`src/rtl/core/sem_pkg.sv`:
```
// Shared types and constants for the RGB Sobel edge magnitude block.
// Used by sem_front, sem_queue, sem_back and sobel_edge_magnitude_rgb.
package sem_pkg;

	localparam int MAX_WIDTH = 2048;
	localparam int ADDR_W    = $clog2(MAX_WIDTH);
	localparam int COL_W     = ADDR_W + 1;
	localparam int ROW_W     = 16;
	localparam int CFG_WID_W = 12;
	localparam int CFG_IDX_W = 8;
	localparam int CFG_DAT_W = 16;
	localparam int PIX_W     = 8;
	localparam int RGB_W     = 3 * PIX_W;
	localparam int GRAD_W    = 12;
	localparam int SUM_W     = 22;

	localparam logic [CFG_IDX_W-1:0] REG_FRAME_WIDTH  = 8'd0;
	localparam logic [CFG_IDX_W-1:0] REG_FRAME_HEIGHT = 8'd1;

	typedef logic [RGB_W-1:0] rgb_t;

	// one column of the 3x3 window, top row first
	typedef struct packed {
		rgb_t top;
		rgb_t mid;
		rgb_t bot;
	} vec_t;

	typedef struct packed {
		logic last;
		vec_t left;
		vec_t center;
		vec_t right;
	} nbhd_t;

	typedef struct packed {
		logic full;
		logic empty;
	} q_stat_t;

	typedef enum logic {
		F_TAKE,
		F_EXEC
	} front_st_t;

	typedef enum logic [2:0] {
		B_IDLE,
		B_GRAD,
		B_SQR,
		B_ROOT,
		B_OUT
	} back_st_t;

endpackage

```
`src/rtl/core/sem_queue.sv`:
```
// Two-entry queue of neighborhoods between front and back end.
// Depends on sem_pkg.
module sem_queue (
	input  logic             clk,
	input  logic             arst_n,
	input  logic             push,
	input  sem_pkg::nbhd_t   push_data,
	input  logic             pop,
	output sem_pkg::nbhd_t   pop_data,
	output sem_pkg::q_stat_t q_stat
);
	import sem_pkg::*;

	nbhd_t      ent_q [2];
	logic       wr_q, rd_q;
	logic [1:0] cnt_q;

	assign pop_data     = ent_q[rd_q];
	assign q_stat.full  = (cnt_q == 2'd2);
	assign q_stat.empty = (cnt_q == 2'd0);

	always_ff @(posedge clk) begin
		if (push) ent_q[wr_q] <= push_data;
	end

	always_ff @(posedge clk or negedge arst_n) begin
		if (!arst_n) begin
			wr_q  <= 1'b0;
			rd_q  <= 1'b0;
			cnt_q <= '0;
		end else begin
			if (push) wr_q <= !wr_q;
			if (pop) rd_q <= !rd_q;
			cnt_q <= cnt_q + 2'(push) - 2'(pop);
		end
	end

endmodule

```
`config.mk`:
```
export PLATFORM = sky130hd
export DESIGN_NAME = sem_queue
export DESIGN_NICKNAME = d
export VERILOG_FILES = /design/src/rtl/core/sem_pkg.sv /design/src/rtl/core/sem_queue.sv
export SDC_FILE = /design/constraint.sdc
export NUM_CORES = 1
export LEC_CHECK = 0
export BUFFER_PORTS_ARGS = -buffer_cell sky130_fd_sc_hd__buf_2
export CAP_MARGIN = 30
export CORE_MARGIN = 2
export CORE_UTILIZATION = 52
export DETAILED_ROUTE_END_ITERATION = 10
export GPL_TIMING_DRIVEN = 0
export PLACE_DENSITY = 0.89
export SYNTH_ARGS = -nofsm -noshare
export SYNTH_HDL_FRONTEND = slang
export SYNTH_SLANG_ARGS = --single-unit
```
`constraint.sdc`:
```
create_clock -name clk -period 13.2 [get_ports clk]
set_input_delay 0 -clock clk [delete_from_list [all_inputs] [get_ports clk]]
set_output_delay 0 -clock clk [all_outputs]
set_load 0.05 [all_outputs]
```
==> out/results.env <==
STATUS='finished clean'
MOSTFREQUENTLAYOUTCELLS='449 x sky130_fd_sc_hd__buf_2, 434 x sky130_fd_sc_hd__edfxtp_1, 221 x sky130_fd_sc_hd__dlygate4sd3_1'
SLEW_HEADROOM_PCT=65.9
HOLD_END='ent_q[1][187]$_DFFE_PP_'
WORST_IR_DROP_VDD_uV=170
SYNTHDOMINANTCELLAREASHARE_PCT=80.0
GRT_MAX_DEGREE=69
FILLER_CELL_COUNT=1578
ANTENNA_FOUND_INITIAL=1
CTS_POST_SETUP_BUFFERS_INSERTED=0
CTS.PATH.MAX_BUFFERS=3
HOLD_WS_NS=0.195
SYNTHESIS.NETS=913
AREA.GROWTH.SYNTH_TO_FINAL_PCT=40.2
POST-ROUTE-MIN-PERIOD_NS=2.20
CTS_ROOT_BUFFER='sky130_fd_sc_hd__clkbuf_16'
IO_PINS=440
FLOORPLAN.DIE.HEIGHT_UM=181
CRITPATHMAXFANOUT=10
SYNTH_TOP_CELLS_BY_AREA='sky130_fd_sc_hd__edfxtp_1 80%, sky130_fd_sc_hd__mux2_4 9.2%, sky130_fd_sc_hd__mux2_2 8.1%, sky130_fd_sc_hd__buf_8 0.92%, sky130_fd_sc_hd__dfrtp_1 0.61%'
WORST-R2R-SETUP-SLACK_NS=11.16
FINAL_MIN_PERIOD_OVER_CLOCK_PERIOD_PCT=16.7
CLOCK_SHARE_OF_POWER_PCT=22.3
RSZ0062_AT_GRT='no'
SYNTH_SEQ_AREA_SHARE_PCT=80.6
SLOWEST_STAGE_CELL_ON_THE_CRITICAL_PATH='sky130_fd_sc_hd__dfrtp_1'
WL_CELL_UM=23.7
DIE_AREA_SQ_MM=0.0328
WORST_SLEW_PIN_SLEW_NS=0.512
PLACE.GP.CONGESTION=0.768
HOLD_PATH.STARTPOINT='push_data[187]'
GRT_FIRST_PASS_WIRELENGTH_UM=63700
FINAL-SETUP-VIOL-COUNT=0
POSTLAYOUTSETUPSLACKWORST_NS=11.00
SYNTH-SEQ-CELLS=438
SETUP.WORST_PATH.START_CLASS='flip-flop'
NUMBER_OF_GLOBAL_ROUTE_VIAS_BEFORE_REPAIR=10600
WORSTPATHCELLLIST='buf_6 > buf_6 > buf_8 > mux2_4 > buf_2'
DESIGN.FINAL.NETS=1628
PORT-BUFFER-COUNT=439
PATH_BUF_INV=4
CRITPATHTOPFAMILY='buffers and inverters'
LIBRARY_CELLS_USED_BY_SYNTHESIS=15
CLKLATENCYLATEPIN_NS=0.53
NUMCLOCKSINKS=438
WORST_SETUP_HOLD_PATH_CLK_SLEW_NS=0.07
DRT.ANTENNA.VIOLATING_NETS=0
NET-SWITCHING-POWER_mW=2.25
FINAL_COMMON_CELL='sky130_fd_sc_hd__buf_2'
TIMING.CLOCK.SKEW_NS=0.00930
HOLD_PATH_CELL_CNT=2
DR_TOTAL_VIAS=9737
SLEW_VIOLATIONS=0
CP_SLOWEST_STAGE_DELAY_NS=0.43
CTS_TREE='yes'
WORSTPATHARRIVAL_NS=2.20
STDCELL_COUNT=1835
SHARE_SEQ_OF_TOTAL_POWER_PCT=34.7
R2R-START='wr_q$_DFFE_PN0P_'
SYN-MEAN-INSTANCE-AREA_SQ_UM=23.6
DR.PASS1.ITERS=5
PLACE_INST=1535
VIASPERCELL=5.31
DRT_DRC_VIOLATIONS_LEFT=0
NUMCTSBUFFERS=43
R2R_CELLS=5
ENDPOINTS_FAILING_HOLD=0
INITIALDRTVIOLATIONCOUNT=742
HOLD_CLASS='input port to flip-flop'
POWER.COMBINATIONAL.FRACTION_PCT=43.0
GLOBALROUTEOVERFLOWTOTAL=0
POST_ROUTE_CELLS_DRIVE_ABOVE_1_SHARE_PCT=52.2
ACHIEVABLE-FREQUENCY_MHz=455
SWITCHING_SHARE_PCT=40.5
LEAKAGEPOWER_nW=9.03
WORST_PATH_MOST_REPEATED_CELL='sky130_fd_sc_hd__buf_6'
WIRELENGTH_UM=43400
TIMING.RR.END='ent_q[0][91]$_DFFE_PP_'
HTREE_LEVELS=2
GRT_USE_TOTAL_PCT=25.8
NETLIST_INSTANCES=690
DIE_WIDTH_UM=181
TIMING.CRITICAL_PATH.REQUIRED_NS=13.20
YOSYS.AREA.TOP_TYPE='sky130_fd_sc_hd__edfxtp_1'
MAXCAP_VIOL_COUNT=0
SYN_AREA_SQ_MM=0.0163
WORST_SETUP_PATH_CLASS='flip-flop to primary output'
CP-END-KIND='primary output'
INITIAL_CORE_UTIL_PCT=53.0
POWERDENSITY_mW_PER_MM2=243
HPWL_UM=24400
POWER.INTERNAL_mW=3.30
LAYOUT.AREA.SEQ_SQ_MM=0.0131
DETAILEDPLACE.WORSTSLACK_NS=11.15
MULTI_INPUT_AREA_SQ_MM=0.00292
CORE.ROWCOUNT=64
COREAREA_SQ_MM=0.0307
SYN_WARNINGS=0
per-layer routing:
| metal | GRT usage (%) | wire length (um) | up-vias |
|---|---|---|---|
| li1 | - | - | 4191 |
| met1 | 28.8 | 14900 | 4817 |
| met2 | 47.7 | 23000 | 616 |
| met3 | 6.23 | 3860 | 113 |
| met4 | 9.92 | 1640 | 0 |
| met5 | 0 | 0 | - |
timing repair:
| item | CTS | global route |
|---|---|---|
| gates resized for setup | 0 | 0 |
| hold buffers | 221 | 0 |
| hold endpoints to repair | 444 | 0 |
| setup endpoints to repair | 0 | 0 |
synthesized netlist by cell type (all sizes together):
cell type  count
dfrtp          4
xor3           1
and2           1
inv            2
nor2           1
mux2         217
xor2           2
edfxtp       434
nor2b          2
ha             2
buf           24
how the worst max path moves through the flow:
stage                     start                 endpoint  slack, ns  depth (start not counted)
6_report       rd_q$_DFFE_PN0P_            pop_data[143]      11.00                          5
5_1_grt        rd_q$_DFFE_PN0P_            pop_data[143]      10.95                          5
4_1_cts        rd_q$_DFFE_PN0P_            pop_data[143]      10.98                          5
3_5_place_dp   wr_q$_DFFE_PN0P_  ent_q[0][155]$_DFFE_PP_      11.15                          5
3_3_place_gp   wr_q$_DFFE_PN0P_  ent_q[0][152]$_DFFE_PP_      -2.31                          1
2_1_floorplan  wr_q$_DFFE_PN0P_    ent_q[0][0]$_DFFE_PP_       2.41                          1
registers in the layout, summed over array words and instances (netlist names):
name   flops
cnt_q      2
ent_q    434
rd_q       1
wr_q       1
cells by family after synthesis:
kind of cell,synth area share [%]
AND/OR/NAND/NOR,0.138
adder cells (fa/ha/maj),0.154
multiplexers,17.3
buffers and inverters,1.51
XOR/XNOR,0.254
flip-flops,80.6
power by group through the flow:
stage	logic, mW	registers (mW)	clock network (mW)
floorplan	1.79	2.00	0
global placement	2.23	2.06	0
detailed placement	2.30	1.94	0
CTS	2.37	1.91	1.23
global route	2.46	1.94	1.31
finish	2.39	1.93	1.24
worst reg2reg max path, delay by kind of cell, from the launching register on:
kind / cells / cell delay, ns
flops: 1 / 0.43
buf+inv: 4 / 1.03
simple gates: 1 / 0.27
through the flow:
step | setup TNS, ns | instance area (sq um) | power (mW) | util (%)
2_1_floorplan | 0 | 16300 | 3.79 | -
3_3_place_gp | -496.58 | 19000 | 4.28 | 61.7
3_5_place_dp | 0 | 19200 | 4.24 | 62.5
4_1_cts | 0 | 22800 | 5.51 | 74.2
5_1_grt | 0 | 22800 | 5.71 | 74.2
6_report | 0 | 22800 | 5.56 | 74.2
final cells by class:
cell class,instances,share of cell area [%]
inverters,2,0.0329
clock inverters,23,1.04
well taps,396,2.17
plain buffers,24,1.04
flip-flops and latches,438,57.5
multi-input cells,226,12.8
diodes,1,0.0110
repair buffers,670,20.3
clock buffers,55,5.10
Note: power is estimated with default switching activity, not from simulation.
