<file path="config.mk">
export PLATFORM = sky130hd
export DESIGN_NAME = sem_back
export DESIGN_NICKNAME = d
export VERILOG_FILES = /design/src/rtl/core/sem_pkg.sv /design/src/rtl/core/sem_back.sv
export SDC_FILE = /design/constraint.sdc
export NUM_CORES = 2
export LEC_CHECK = 0
export BUFFER_PORTS_ARGS = -buffer_cell sky130_fd_sc_hd__buf_2
export CAP_MARGIN = 10
export CORE_MARGIN = 2
export CORE_UTILIZATION = 50
export DETAILED_ROUTE_END_ITERATION = 10
export GPL_TIMING_DRIVEN = 0
export PLACE_DENSITY_LB_ADDON = 0.12
export SETUP_SLACK_MARGIN = 0.1
export SYNTH_ARGS = -nofsm -noshare
export SYNTH_HDL_FRONTEND = slang
export SYNTH_SLANG_ARGS = --single-unit
</file>
<file path="constraint.sdc">
create_clock -name clk -period 47.2 [get_ports clk]
set_input_delay 7.08 -clock clk [delete_from_list [all_inputs] [get_ports clk]]
set_output_delay 7.08 -clock clk [all_outputs]
set_load 0.05 [all_outputs]
</file>
<file path="src/rtl/core/sem_pkg.sv">
// Shared types and constants for the RGB Sobel edge magnitude block.
// Used by sem_front, sem_queue, sem_back and sobel_edge_magnitude_rgb.
package sem_pkg;

	localparam int MAX_WIDTH = 2048;
	localparam int ADDR_W    = $clog2(MAX_WIDTH);
	localparam int COL_W     = ADDR_W + 1;
	localparam int ROW_W     = 16;
	localparam int CFG_WID_W = 12;
	localparam int CFG_IDX_W = 8;
	localparam int CFG_DAT_W = 16;
	localparam int PIX_W     = 8;
	localparam int RGB_W     = 3 * PIX_W;
	localparam int GRAD_W    = 12;
	localparam int SUM_W     = 22;

	localparam logic [CFG_IDX_W-1:0] REG_FRAME_WIDTH  = 8'd0;
	localparam logic [CFG_IDX_W-1:0] REG_FRAME_HEIGHT = 8'd1;

	typedef logic [RGB_W-1:0] rgb_t;

	// one column of the 3x3 window, top row first
	typedef struct packed {
		rgb_t top;
		rgb_t mid;
		rgb_t bot;
	} vec_t;

	typedef struct packed {
		logic last;
		vec_t left;
		vec_t center;
		vec_t right;
	} nbhd_t;

	typedef struct packed {
		logic full;
		logic empty;
	} q_stat_t;

	typedef enum logic {
		F_TAKE,
		F_EXEC
	} front_st_t;

	typedef enum logic [2:0] {
		B_IDLE,
		B_GRAD,
		B_SQR,
		B_ROOT,
		B_OUT
	} back_st_t;

endpackage

</file>
<file path="src/rtl/core/sem_back.sv">
// Back end: Sobel gradients, squared sum and an iterative rounded square
// root per channel, with a registered output. Depends on sem_pkg.
module sem_back (
	input  logic             clk,
	input  logic             arst_n,
	output logic             pop,
	input  sem_pkg::nbhd_t   pop_data,
	input  sem_pkg::q_stat_t q_stat,
	output logic             m_tvalid,
	input  logic             m_tready,
	output logic [23:0]      m_tdata,  // edge_red, edge_green, edge_blue
	output logic             m_tlast   // last_of_frame
);
	import sem_pkg::*;

	back_st_t state_q, state_n;

	nbhd_t                     ent_q;
	logic signed [GRAD_W-1:0]  gx_q [3];
	logic signed [GRAD_W-1:0]  gy_q [3];
	logic [SUM_W-1:0]          rem_q [3];
	logic [SUM_W-1:0]          root_q [3];
	logic [SUM_W-1:0]          bit_q;
	logic [SUM_W-1:0]          rem_n [3];
	logic [SUM_W-1:0]          root_n [3];
	logic [PIX_W-1:0]          mag [3];
	logic                      m_tvalid_q, m_tlast_q;
	logic [RGB_W-1:0]          m_tdata_q;
	logic                      load_out;

	function automatic logic signed [GRAD_W-1:0] px(input rgb_t p, input int ch);
		return $signed(GRAD_W'(p[ch*PIX_W +: PIX_W]));
	endfunction

	assign pop      = (state_q == B_IDLE) && !q_stat.empty;
	assign load_out = (state_q == B_OUT) && (!m_tvalid_q || m_tready);
	assign m_tvalid = m_tvalid_q;
	assign m_tdata  = m_tdata_q;
	assign m_tlast  = m_tlast_q;

	always_comb begin
		for (int ch = 0; ch < 3; ch++) begin
			logic [SUM_W-1:0] t;
			logic [SUM_W-1:0] r;
			t = root_q[ch] + bit_q;
			if (rem_q[ch] >= t) begin
				rem_n[ch]  = rem_q[ch] - t;
				root_n[ch] = (root_q[ch] >> 1) + bit_q;
			end else begin
				rem_n[ch]  = rem_q[ch];
				root_n[ch] = root_q[ch] >> 1;
			end
			// round to nearest: remainder above root means above root + 1/2
			r = root_q[ch] + SUM_W'(rem_q[ch] > root_q[ch]);
			mag[ch] = (r > SUM_W'(255)) ? 8'hFF : r[PIX_W-1:0];
		end
	end

	always_ff @(posedge clk or negedge arst_n) begin
		if (!arst_n) begin
			state_q <= B_IDLE;
		end else begin
			state_q <= state_n;
		end
	end

	always_comb begin
		state_n = state_q;
		unique case (state_q)
			B_IDLE: if (!q_stat.empty) state_n = B_GRAD;
			B_GRAD: state_n = B_SQR;
			B_SQR:  state_n = B_ROOT;
			B_ROOT: if (bit_q == SUM_W'(1)) state_n = B_OUT;
			B_OUT:  if (load_out) state_n = B_IDLE;
			default: state_n = B_IDLE;
		endcase
	end

	always_ff @(posedge clk) begin
		if (pop) ent_q <= pop_data;
		unique case (state_q)
			B_GRAD: begin
				for (int ch = 0; ch < 3; ch++) begin
					gx_q[ch] <= GRAD_W'((px(ent_q.right.top, ch)
						+ 2 * px(ent_q.right.mid, ch)
						+ px(ent_q.right.bot, ch)) - (px(ent_q.left.top, ch)
						+ 2 * px(ent_q.left.mid, ch) + px(ent_q.left.bot, ch)));
					gy_q[ch] <= GRAD_W'((px(ent_q.left.bot, ch)
						+ 2 * px(ent_q.center.bot, ch)
						+ px(ent_q.right.bot, ch)) - (px(ent_q.left.top, ch)
						+ 2 * px(ent_q.center.top, ch) + px(ent_q.right.top, ch)));
				end
			end
			B_SQR: begin
				for (int ch = 0; ch < 3; ch++) begin
					rem_q[ch]  <= SUM_W'(unsigned'(SUM_W'(gx_q[ch]) * SUM_W'(gx_q[ch])))
						+ SUM_W'(unsigned'(SUM_W'(gy_q[ch]) * SUM_W'(gy_q[ch])));
					root_q[ch] <= '0;
				end
				bit_q <= SUM_W'(1) << (SUM_W - 2);
			end
			B_ROOT: begin
				for (int ch = 0; ch < 3; ch++) begin
					rem_q[ch]  <= rem_n[ch];
					root_q[ch] <= root_n[ch];
				end
				bit_q <= bit_q >> 2;
			end
			default: ;
		endcase
		if (load_out) begin
			m_tdata_q <= {mag[2], mag[1], mag[0]};
			m_tlast_q <= ent_q.last;
		end
	end

	always_ff @(posedge clk or negedge arst_n) begin
		if (!arst_n) begin
			m_tvalid_q <= 1'b0;
		end else if (load_out) begin
			m_tvalid_q <= 1'b1;
		end else if (m_tready) begin
			m_tvalid_q <= 1'b0;
		end
	end

	a_root_bit: assert property (@(posedge clk) disable iff (!arst_n)
		state_q == B_ROOT |-> $onehot(bit_q)) else $error("root step bit lost");
	a_sqr_next: assert property (@(posedge clk) disable iff (!arst_n)
		state_q == B_SQR |=> state_q == B_ROOT) else $error("square not followed by root");
	a_pop_idle: assert property (@(posedge clk) disable iff (!arst_n)
		pop |=> state_q == B_GRAD) else $error("pop without gradient step");

endmodule

</file>
==> out/results.tsv <==
stage	metric	value	unit
floorplanning	die_x	345	um
clock_network	clk_latency	0.66	ns
placed_design	place.gp.congestion	0.907	
setup_path	cp_max_fo	10	
global_routing	grt_usage	23.9	%
floorplanning	io_pins	249	
clock_network	postCtsSetupBuffers	0	
timing	final_max_slew_viol_count	0	
clock_network	tritoncts	done	
timing	worst_hold_slack	0.410	ns
placed_design	hpwl	115000	um
clock_network	clk_pin_slew	0.06	ns
clock_network	clock-sinks	437	
clock_network	hold_buffers	0	
synth	yosysSeqAreaShare	22.5	%
drt	drc	0	
synth	synth_top_area_cell	fa_1	
drt	drtIter0Drc	2139	
timing	finalCritPeriodShare	38.6	%
floorplanning	initial_utilization	50.2	%
setup_path	path_buf_inv	17	
floorplanning	die_h	345	um
drt	postRouteAntennaNets	0	
final_layout	areaGrowthSynthToFinish	9.01	%
drt	wl	137000	um
clock_network	cts_resized	0	
synth	syn_area	0.0581	mm^2
setup_path	startpoint_type	primary input	
flow_run	maxCapViolations	0	
setup_path	slowest_stage	nor4_2	
clock_network	htreeDepth	2	
global_routing	grt_start_max_net_pins	49	
global_routing	grt_pass1_vias	41200	
synth	synth_top_area_share	33.0	%
synth	synth.area.top_cells	fa_1 33%, edfxtp_1 22%, ha_1 12%	
synth	ys_types	76	
outcome	status	complete, no violations	
placed_design	portBuffers	223	
timing	clock.fmax	54.9	MHz
floorplanning	coreArea	0.116	mm^2
floorplanning	num_rows	125	
final_layout	layout.nets	7698	
drt	num_vias	39100	
setup_path	worstPathRequired	40.12	ns
synth	async_reset_ff_share	0.915	%
synth	synth-main-ff-cell	edfxtp_1	
clock_network	cts_buffer_depth	3	
drt	dr.pass1.iters	5	
setup_path	critical_path.top_delay_family	buffers and inverters	
synth	yosys_register_bits	437	
setup_path	worstPathArrival	11.15	ns
setup_path	crit_type	in -> out	
drt	wire_per_inst	18.1	um
final_layout	fillers	10500	
clock_network	clk_root_buffer_cell	clkbuf_16	
final_layout	drive_gt1_share	6.65	%
timing	fin_setup_tns	0	ns
setup_path	cpMostUsedCell	buf_4	
timing	finalSetupViolCount	0	
synth	syn_avg_cell_area	10.3	um^2
timing	clock_skew	0.0272	ns
synth	yosysMostFrequentCell	inv_1	
timing	hold_viol	0	
clock_network	cts_buffers	54	
timing	grt_setup_unrepaired	false	
setup_path	cpPeakStageDelay	0.65	ns
final_layout	multi_input_area	0.0395	mm^2
floorplanning	die_area	0.119	mm^2
hold_path	holdCritPathClass	reg -> reg	
synth	synthTopCellsByCount	1312 x inv_1, 957 x fa_1, 545 x ha_1	
synth	yosys_warnings	0	
synth	syn_inst	5663	
global_routing	grt_overflow	0	
synth	synth-edff-count	433	
synth	syn_nets	7387	
setup_path	cp-end-kind	output pin	
timing	fin_crit	18.23	ns
timing	slew-limit-headroom	8.94	%
timing	worst_pin_slew	1.37	ns
final_layout	ff_latch_area	0.0131	mm^2
setup_path	worstPathCellList	buf_2 > nor4_2 > buf_4 > buf_4 > buf_4 > buf_4 > buf_4 > buf_4 > buf_4 > buf_4 > buf_4 > buf_4 > buf_4 > buf_4 > buf_4 > buf_4 > buf_4 > buf_2	
global_routing	grt_pass1_wl	222000	um
global_routing	antenna_found_initial	1	
drt	vias_per_cell	5.19	
[registers in the layout (all words and copies together), names as in the netlist]
register  flops
bit_q        11
ent_q       193
gx_q         36
gy_q         36
m_tdata      24
m_tlast       1
m_tvalid      1
rem_q        66
root_q       66
state_q       3
[final timing paths]
check	start	end	slack, ns	cells after the start
setup / recovery	q_stat[0]	pop	28.97	18
hold / removal	ent_q[216]	m_tlast	0.41	0
setup reg to reg	gy_q[0][11]	rem_q[0][21]	39.11	22
hold reg to reg	ent_q[216]	m_tlast	0.41	0
max in group asynchronous	arst_n	state_q[0]	40.87	1
min in group asynchronous	arst_n	m_tvalid	6.22	1
[per-layer routing]
metal | wire length (um) | up-vias | part of all wire (%) | track usage (%)
li1 | - | 18600 | - | -
met1 | 62700 | 19500 | 46 | 34.1
met2 | 64200 | 868 | 47 | 39.1
met3 | 6330 | 159 | 4.6 | 2.82
met4 | 3500 | 0 | 2.6 | 6.03
met5 | 0 | - | 0 | 0
[cells in the final DEF (no fill, tap or decap), types with 36 or more instances in the layout]
master and instances:
a211oi_1 53, a21o_1 66, a21oi_1 192, a31oi_1 54
and2_1 208, buf_2 229, clkbuf_1 140, clkbuf_16 55
edfxtp_1 433, fa_1 957, ha_1 545, inv_1 1311
nand2_1 413, nand2b_1 53, nand3_1 59, nand4_1 36
nor2_1 213, nor2b_1 56, nor3_1 43, o21ai_0 182
xnor2_1 232, xor2_1 82
[layout make-up]
class                           instances  share of cell area, %
Inverter                             1316                   7.80
Antenna cell                            1                0.00395
Multi-Input combinational cell       3766                   62.4
Clock inverter                         33                  0.717
Sequential cell                       437                   20.7
Tap cell                             1524                   3.01
Clock buffer                           65                   2.23
Buffer                                144                  0.914
Timing Repair Buffer                  255                   2.26
[logic make-up after synthesis]
logic type                 synth area share [%]
xor gates and xnor gates                   4.77
muxes                                     0.407
buffers and inverters                      9.49
AOI/OAI and AO/OA                          8.07
adders and majority gates                  44.7
DFF                                        22.5
and+or+nand+nor                            10.0
[per-stage QoR]
step	utilization, %	setup WS, ns	cells	cell area, um^2
after floorplan	-	13.58	5663	58100
after global placement	52.8	3.59	7410	61200
after detailed placement	53.1	28.94	7442	61500
after CTS	54.8	28.91	7540	63400
after global routing	54.8	28.63	7540	63400
final	54.8	28.97	7541	63400
Power is not shown: default switching activity piles up to over one toggle a cycle in this logic, so the estimate is an artifact.
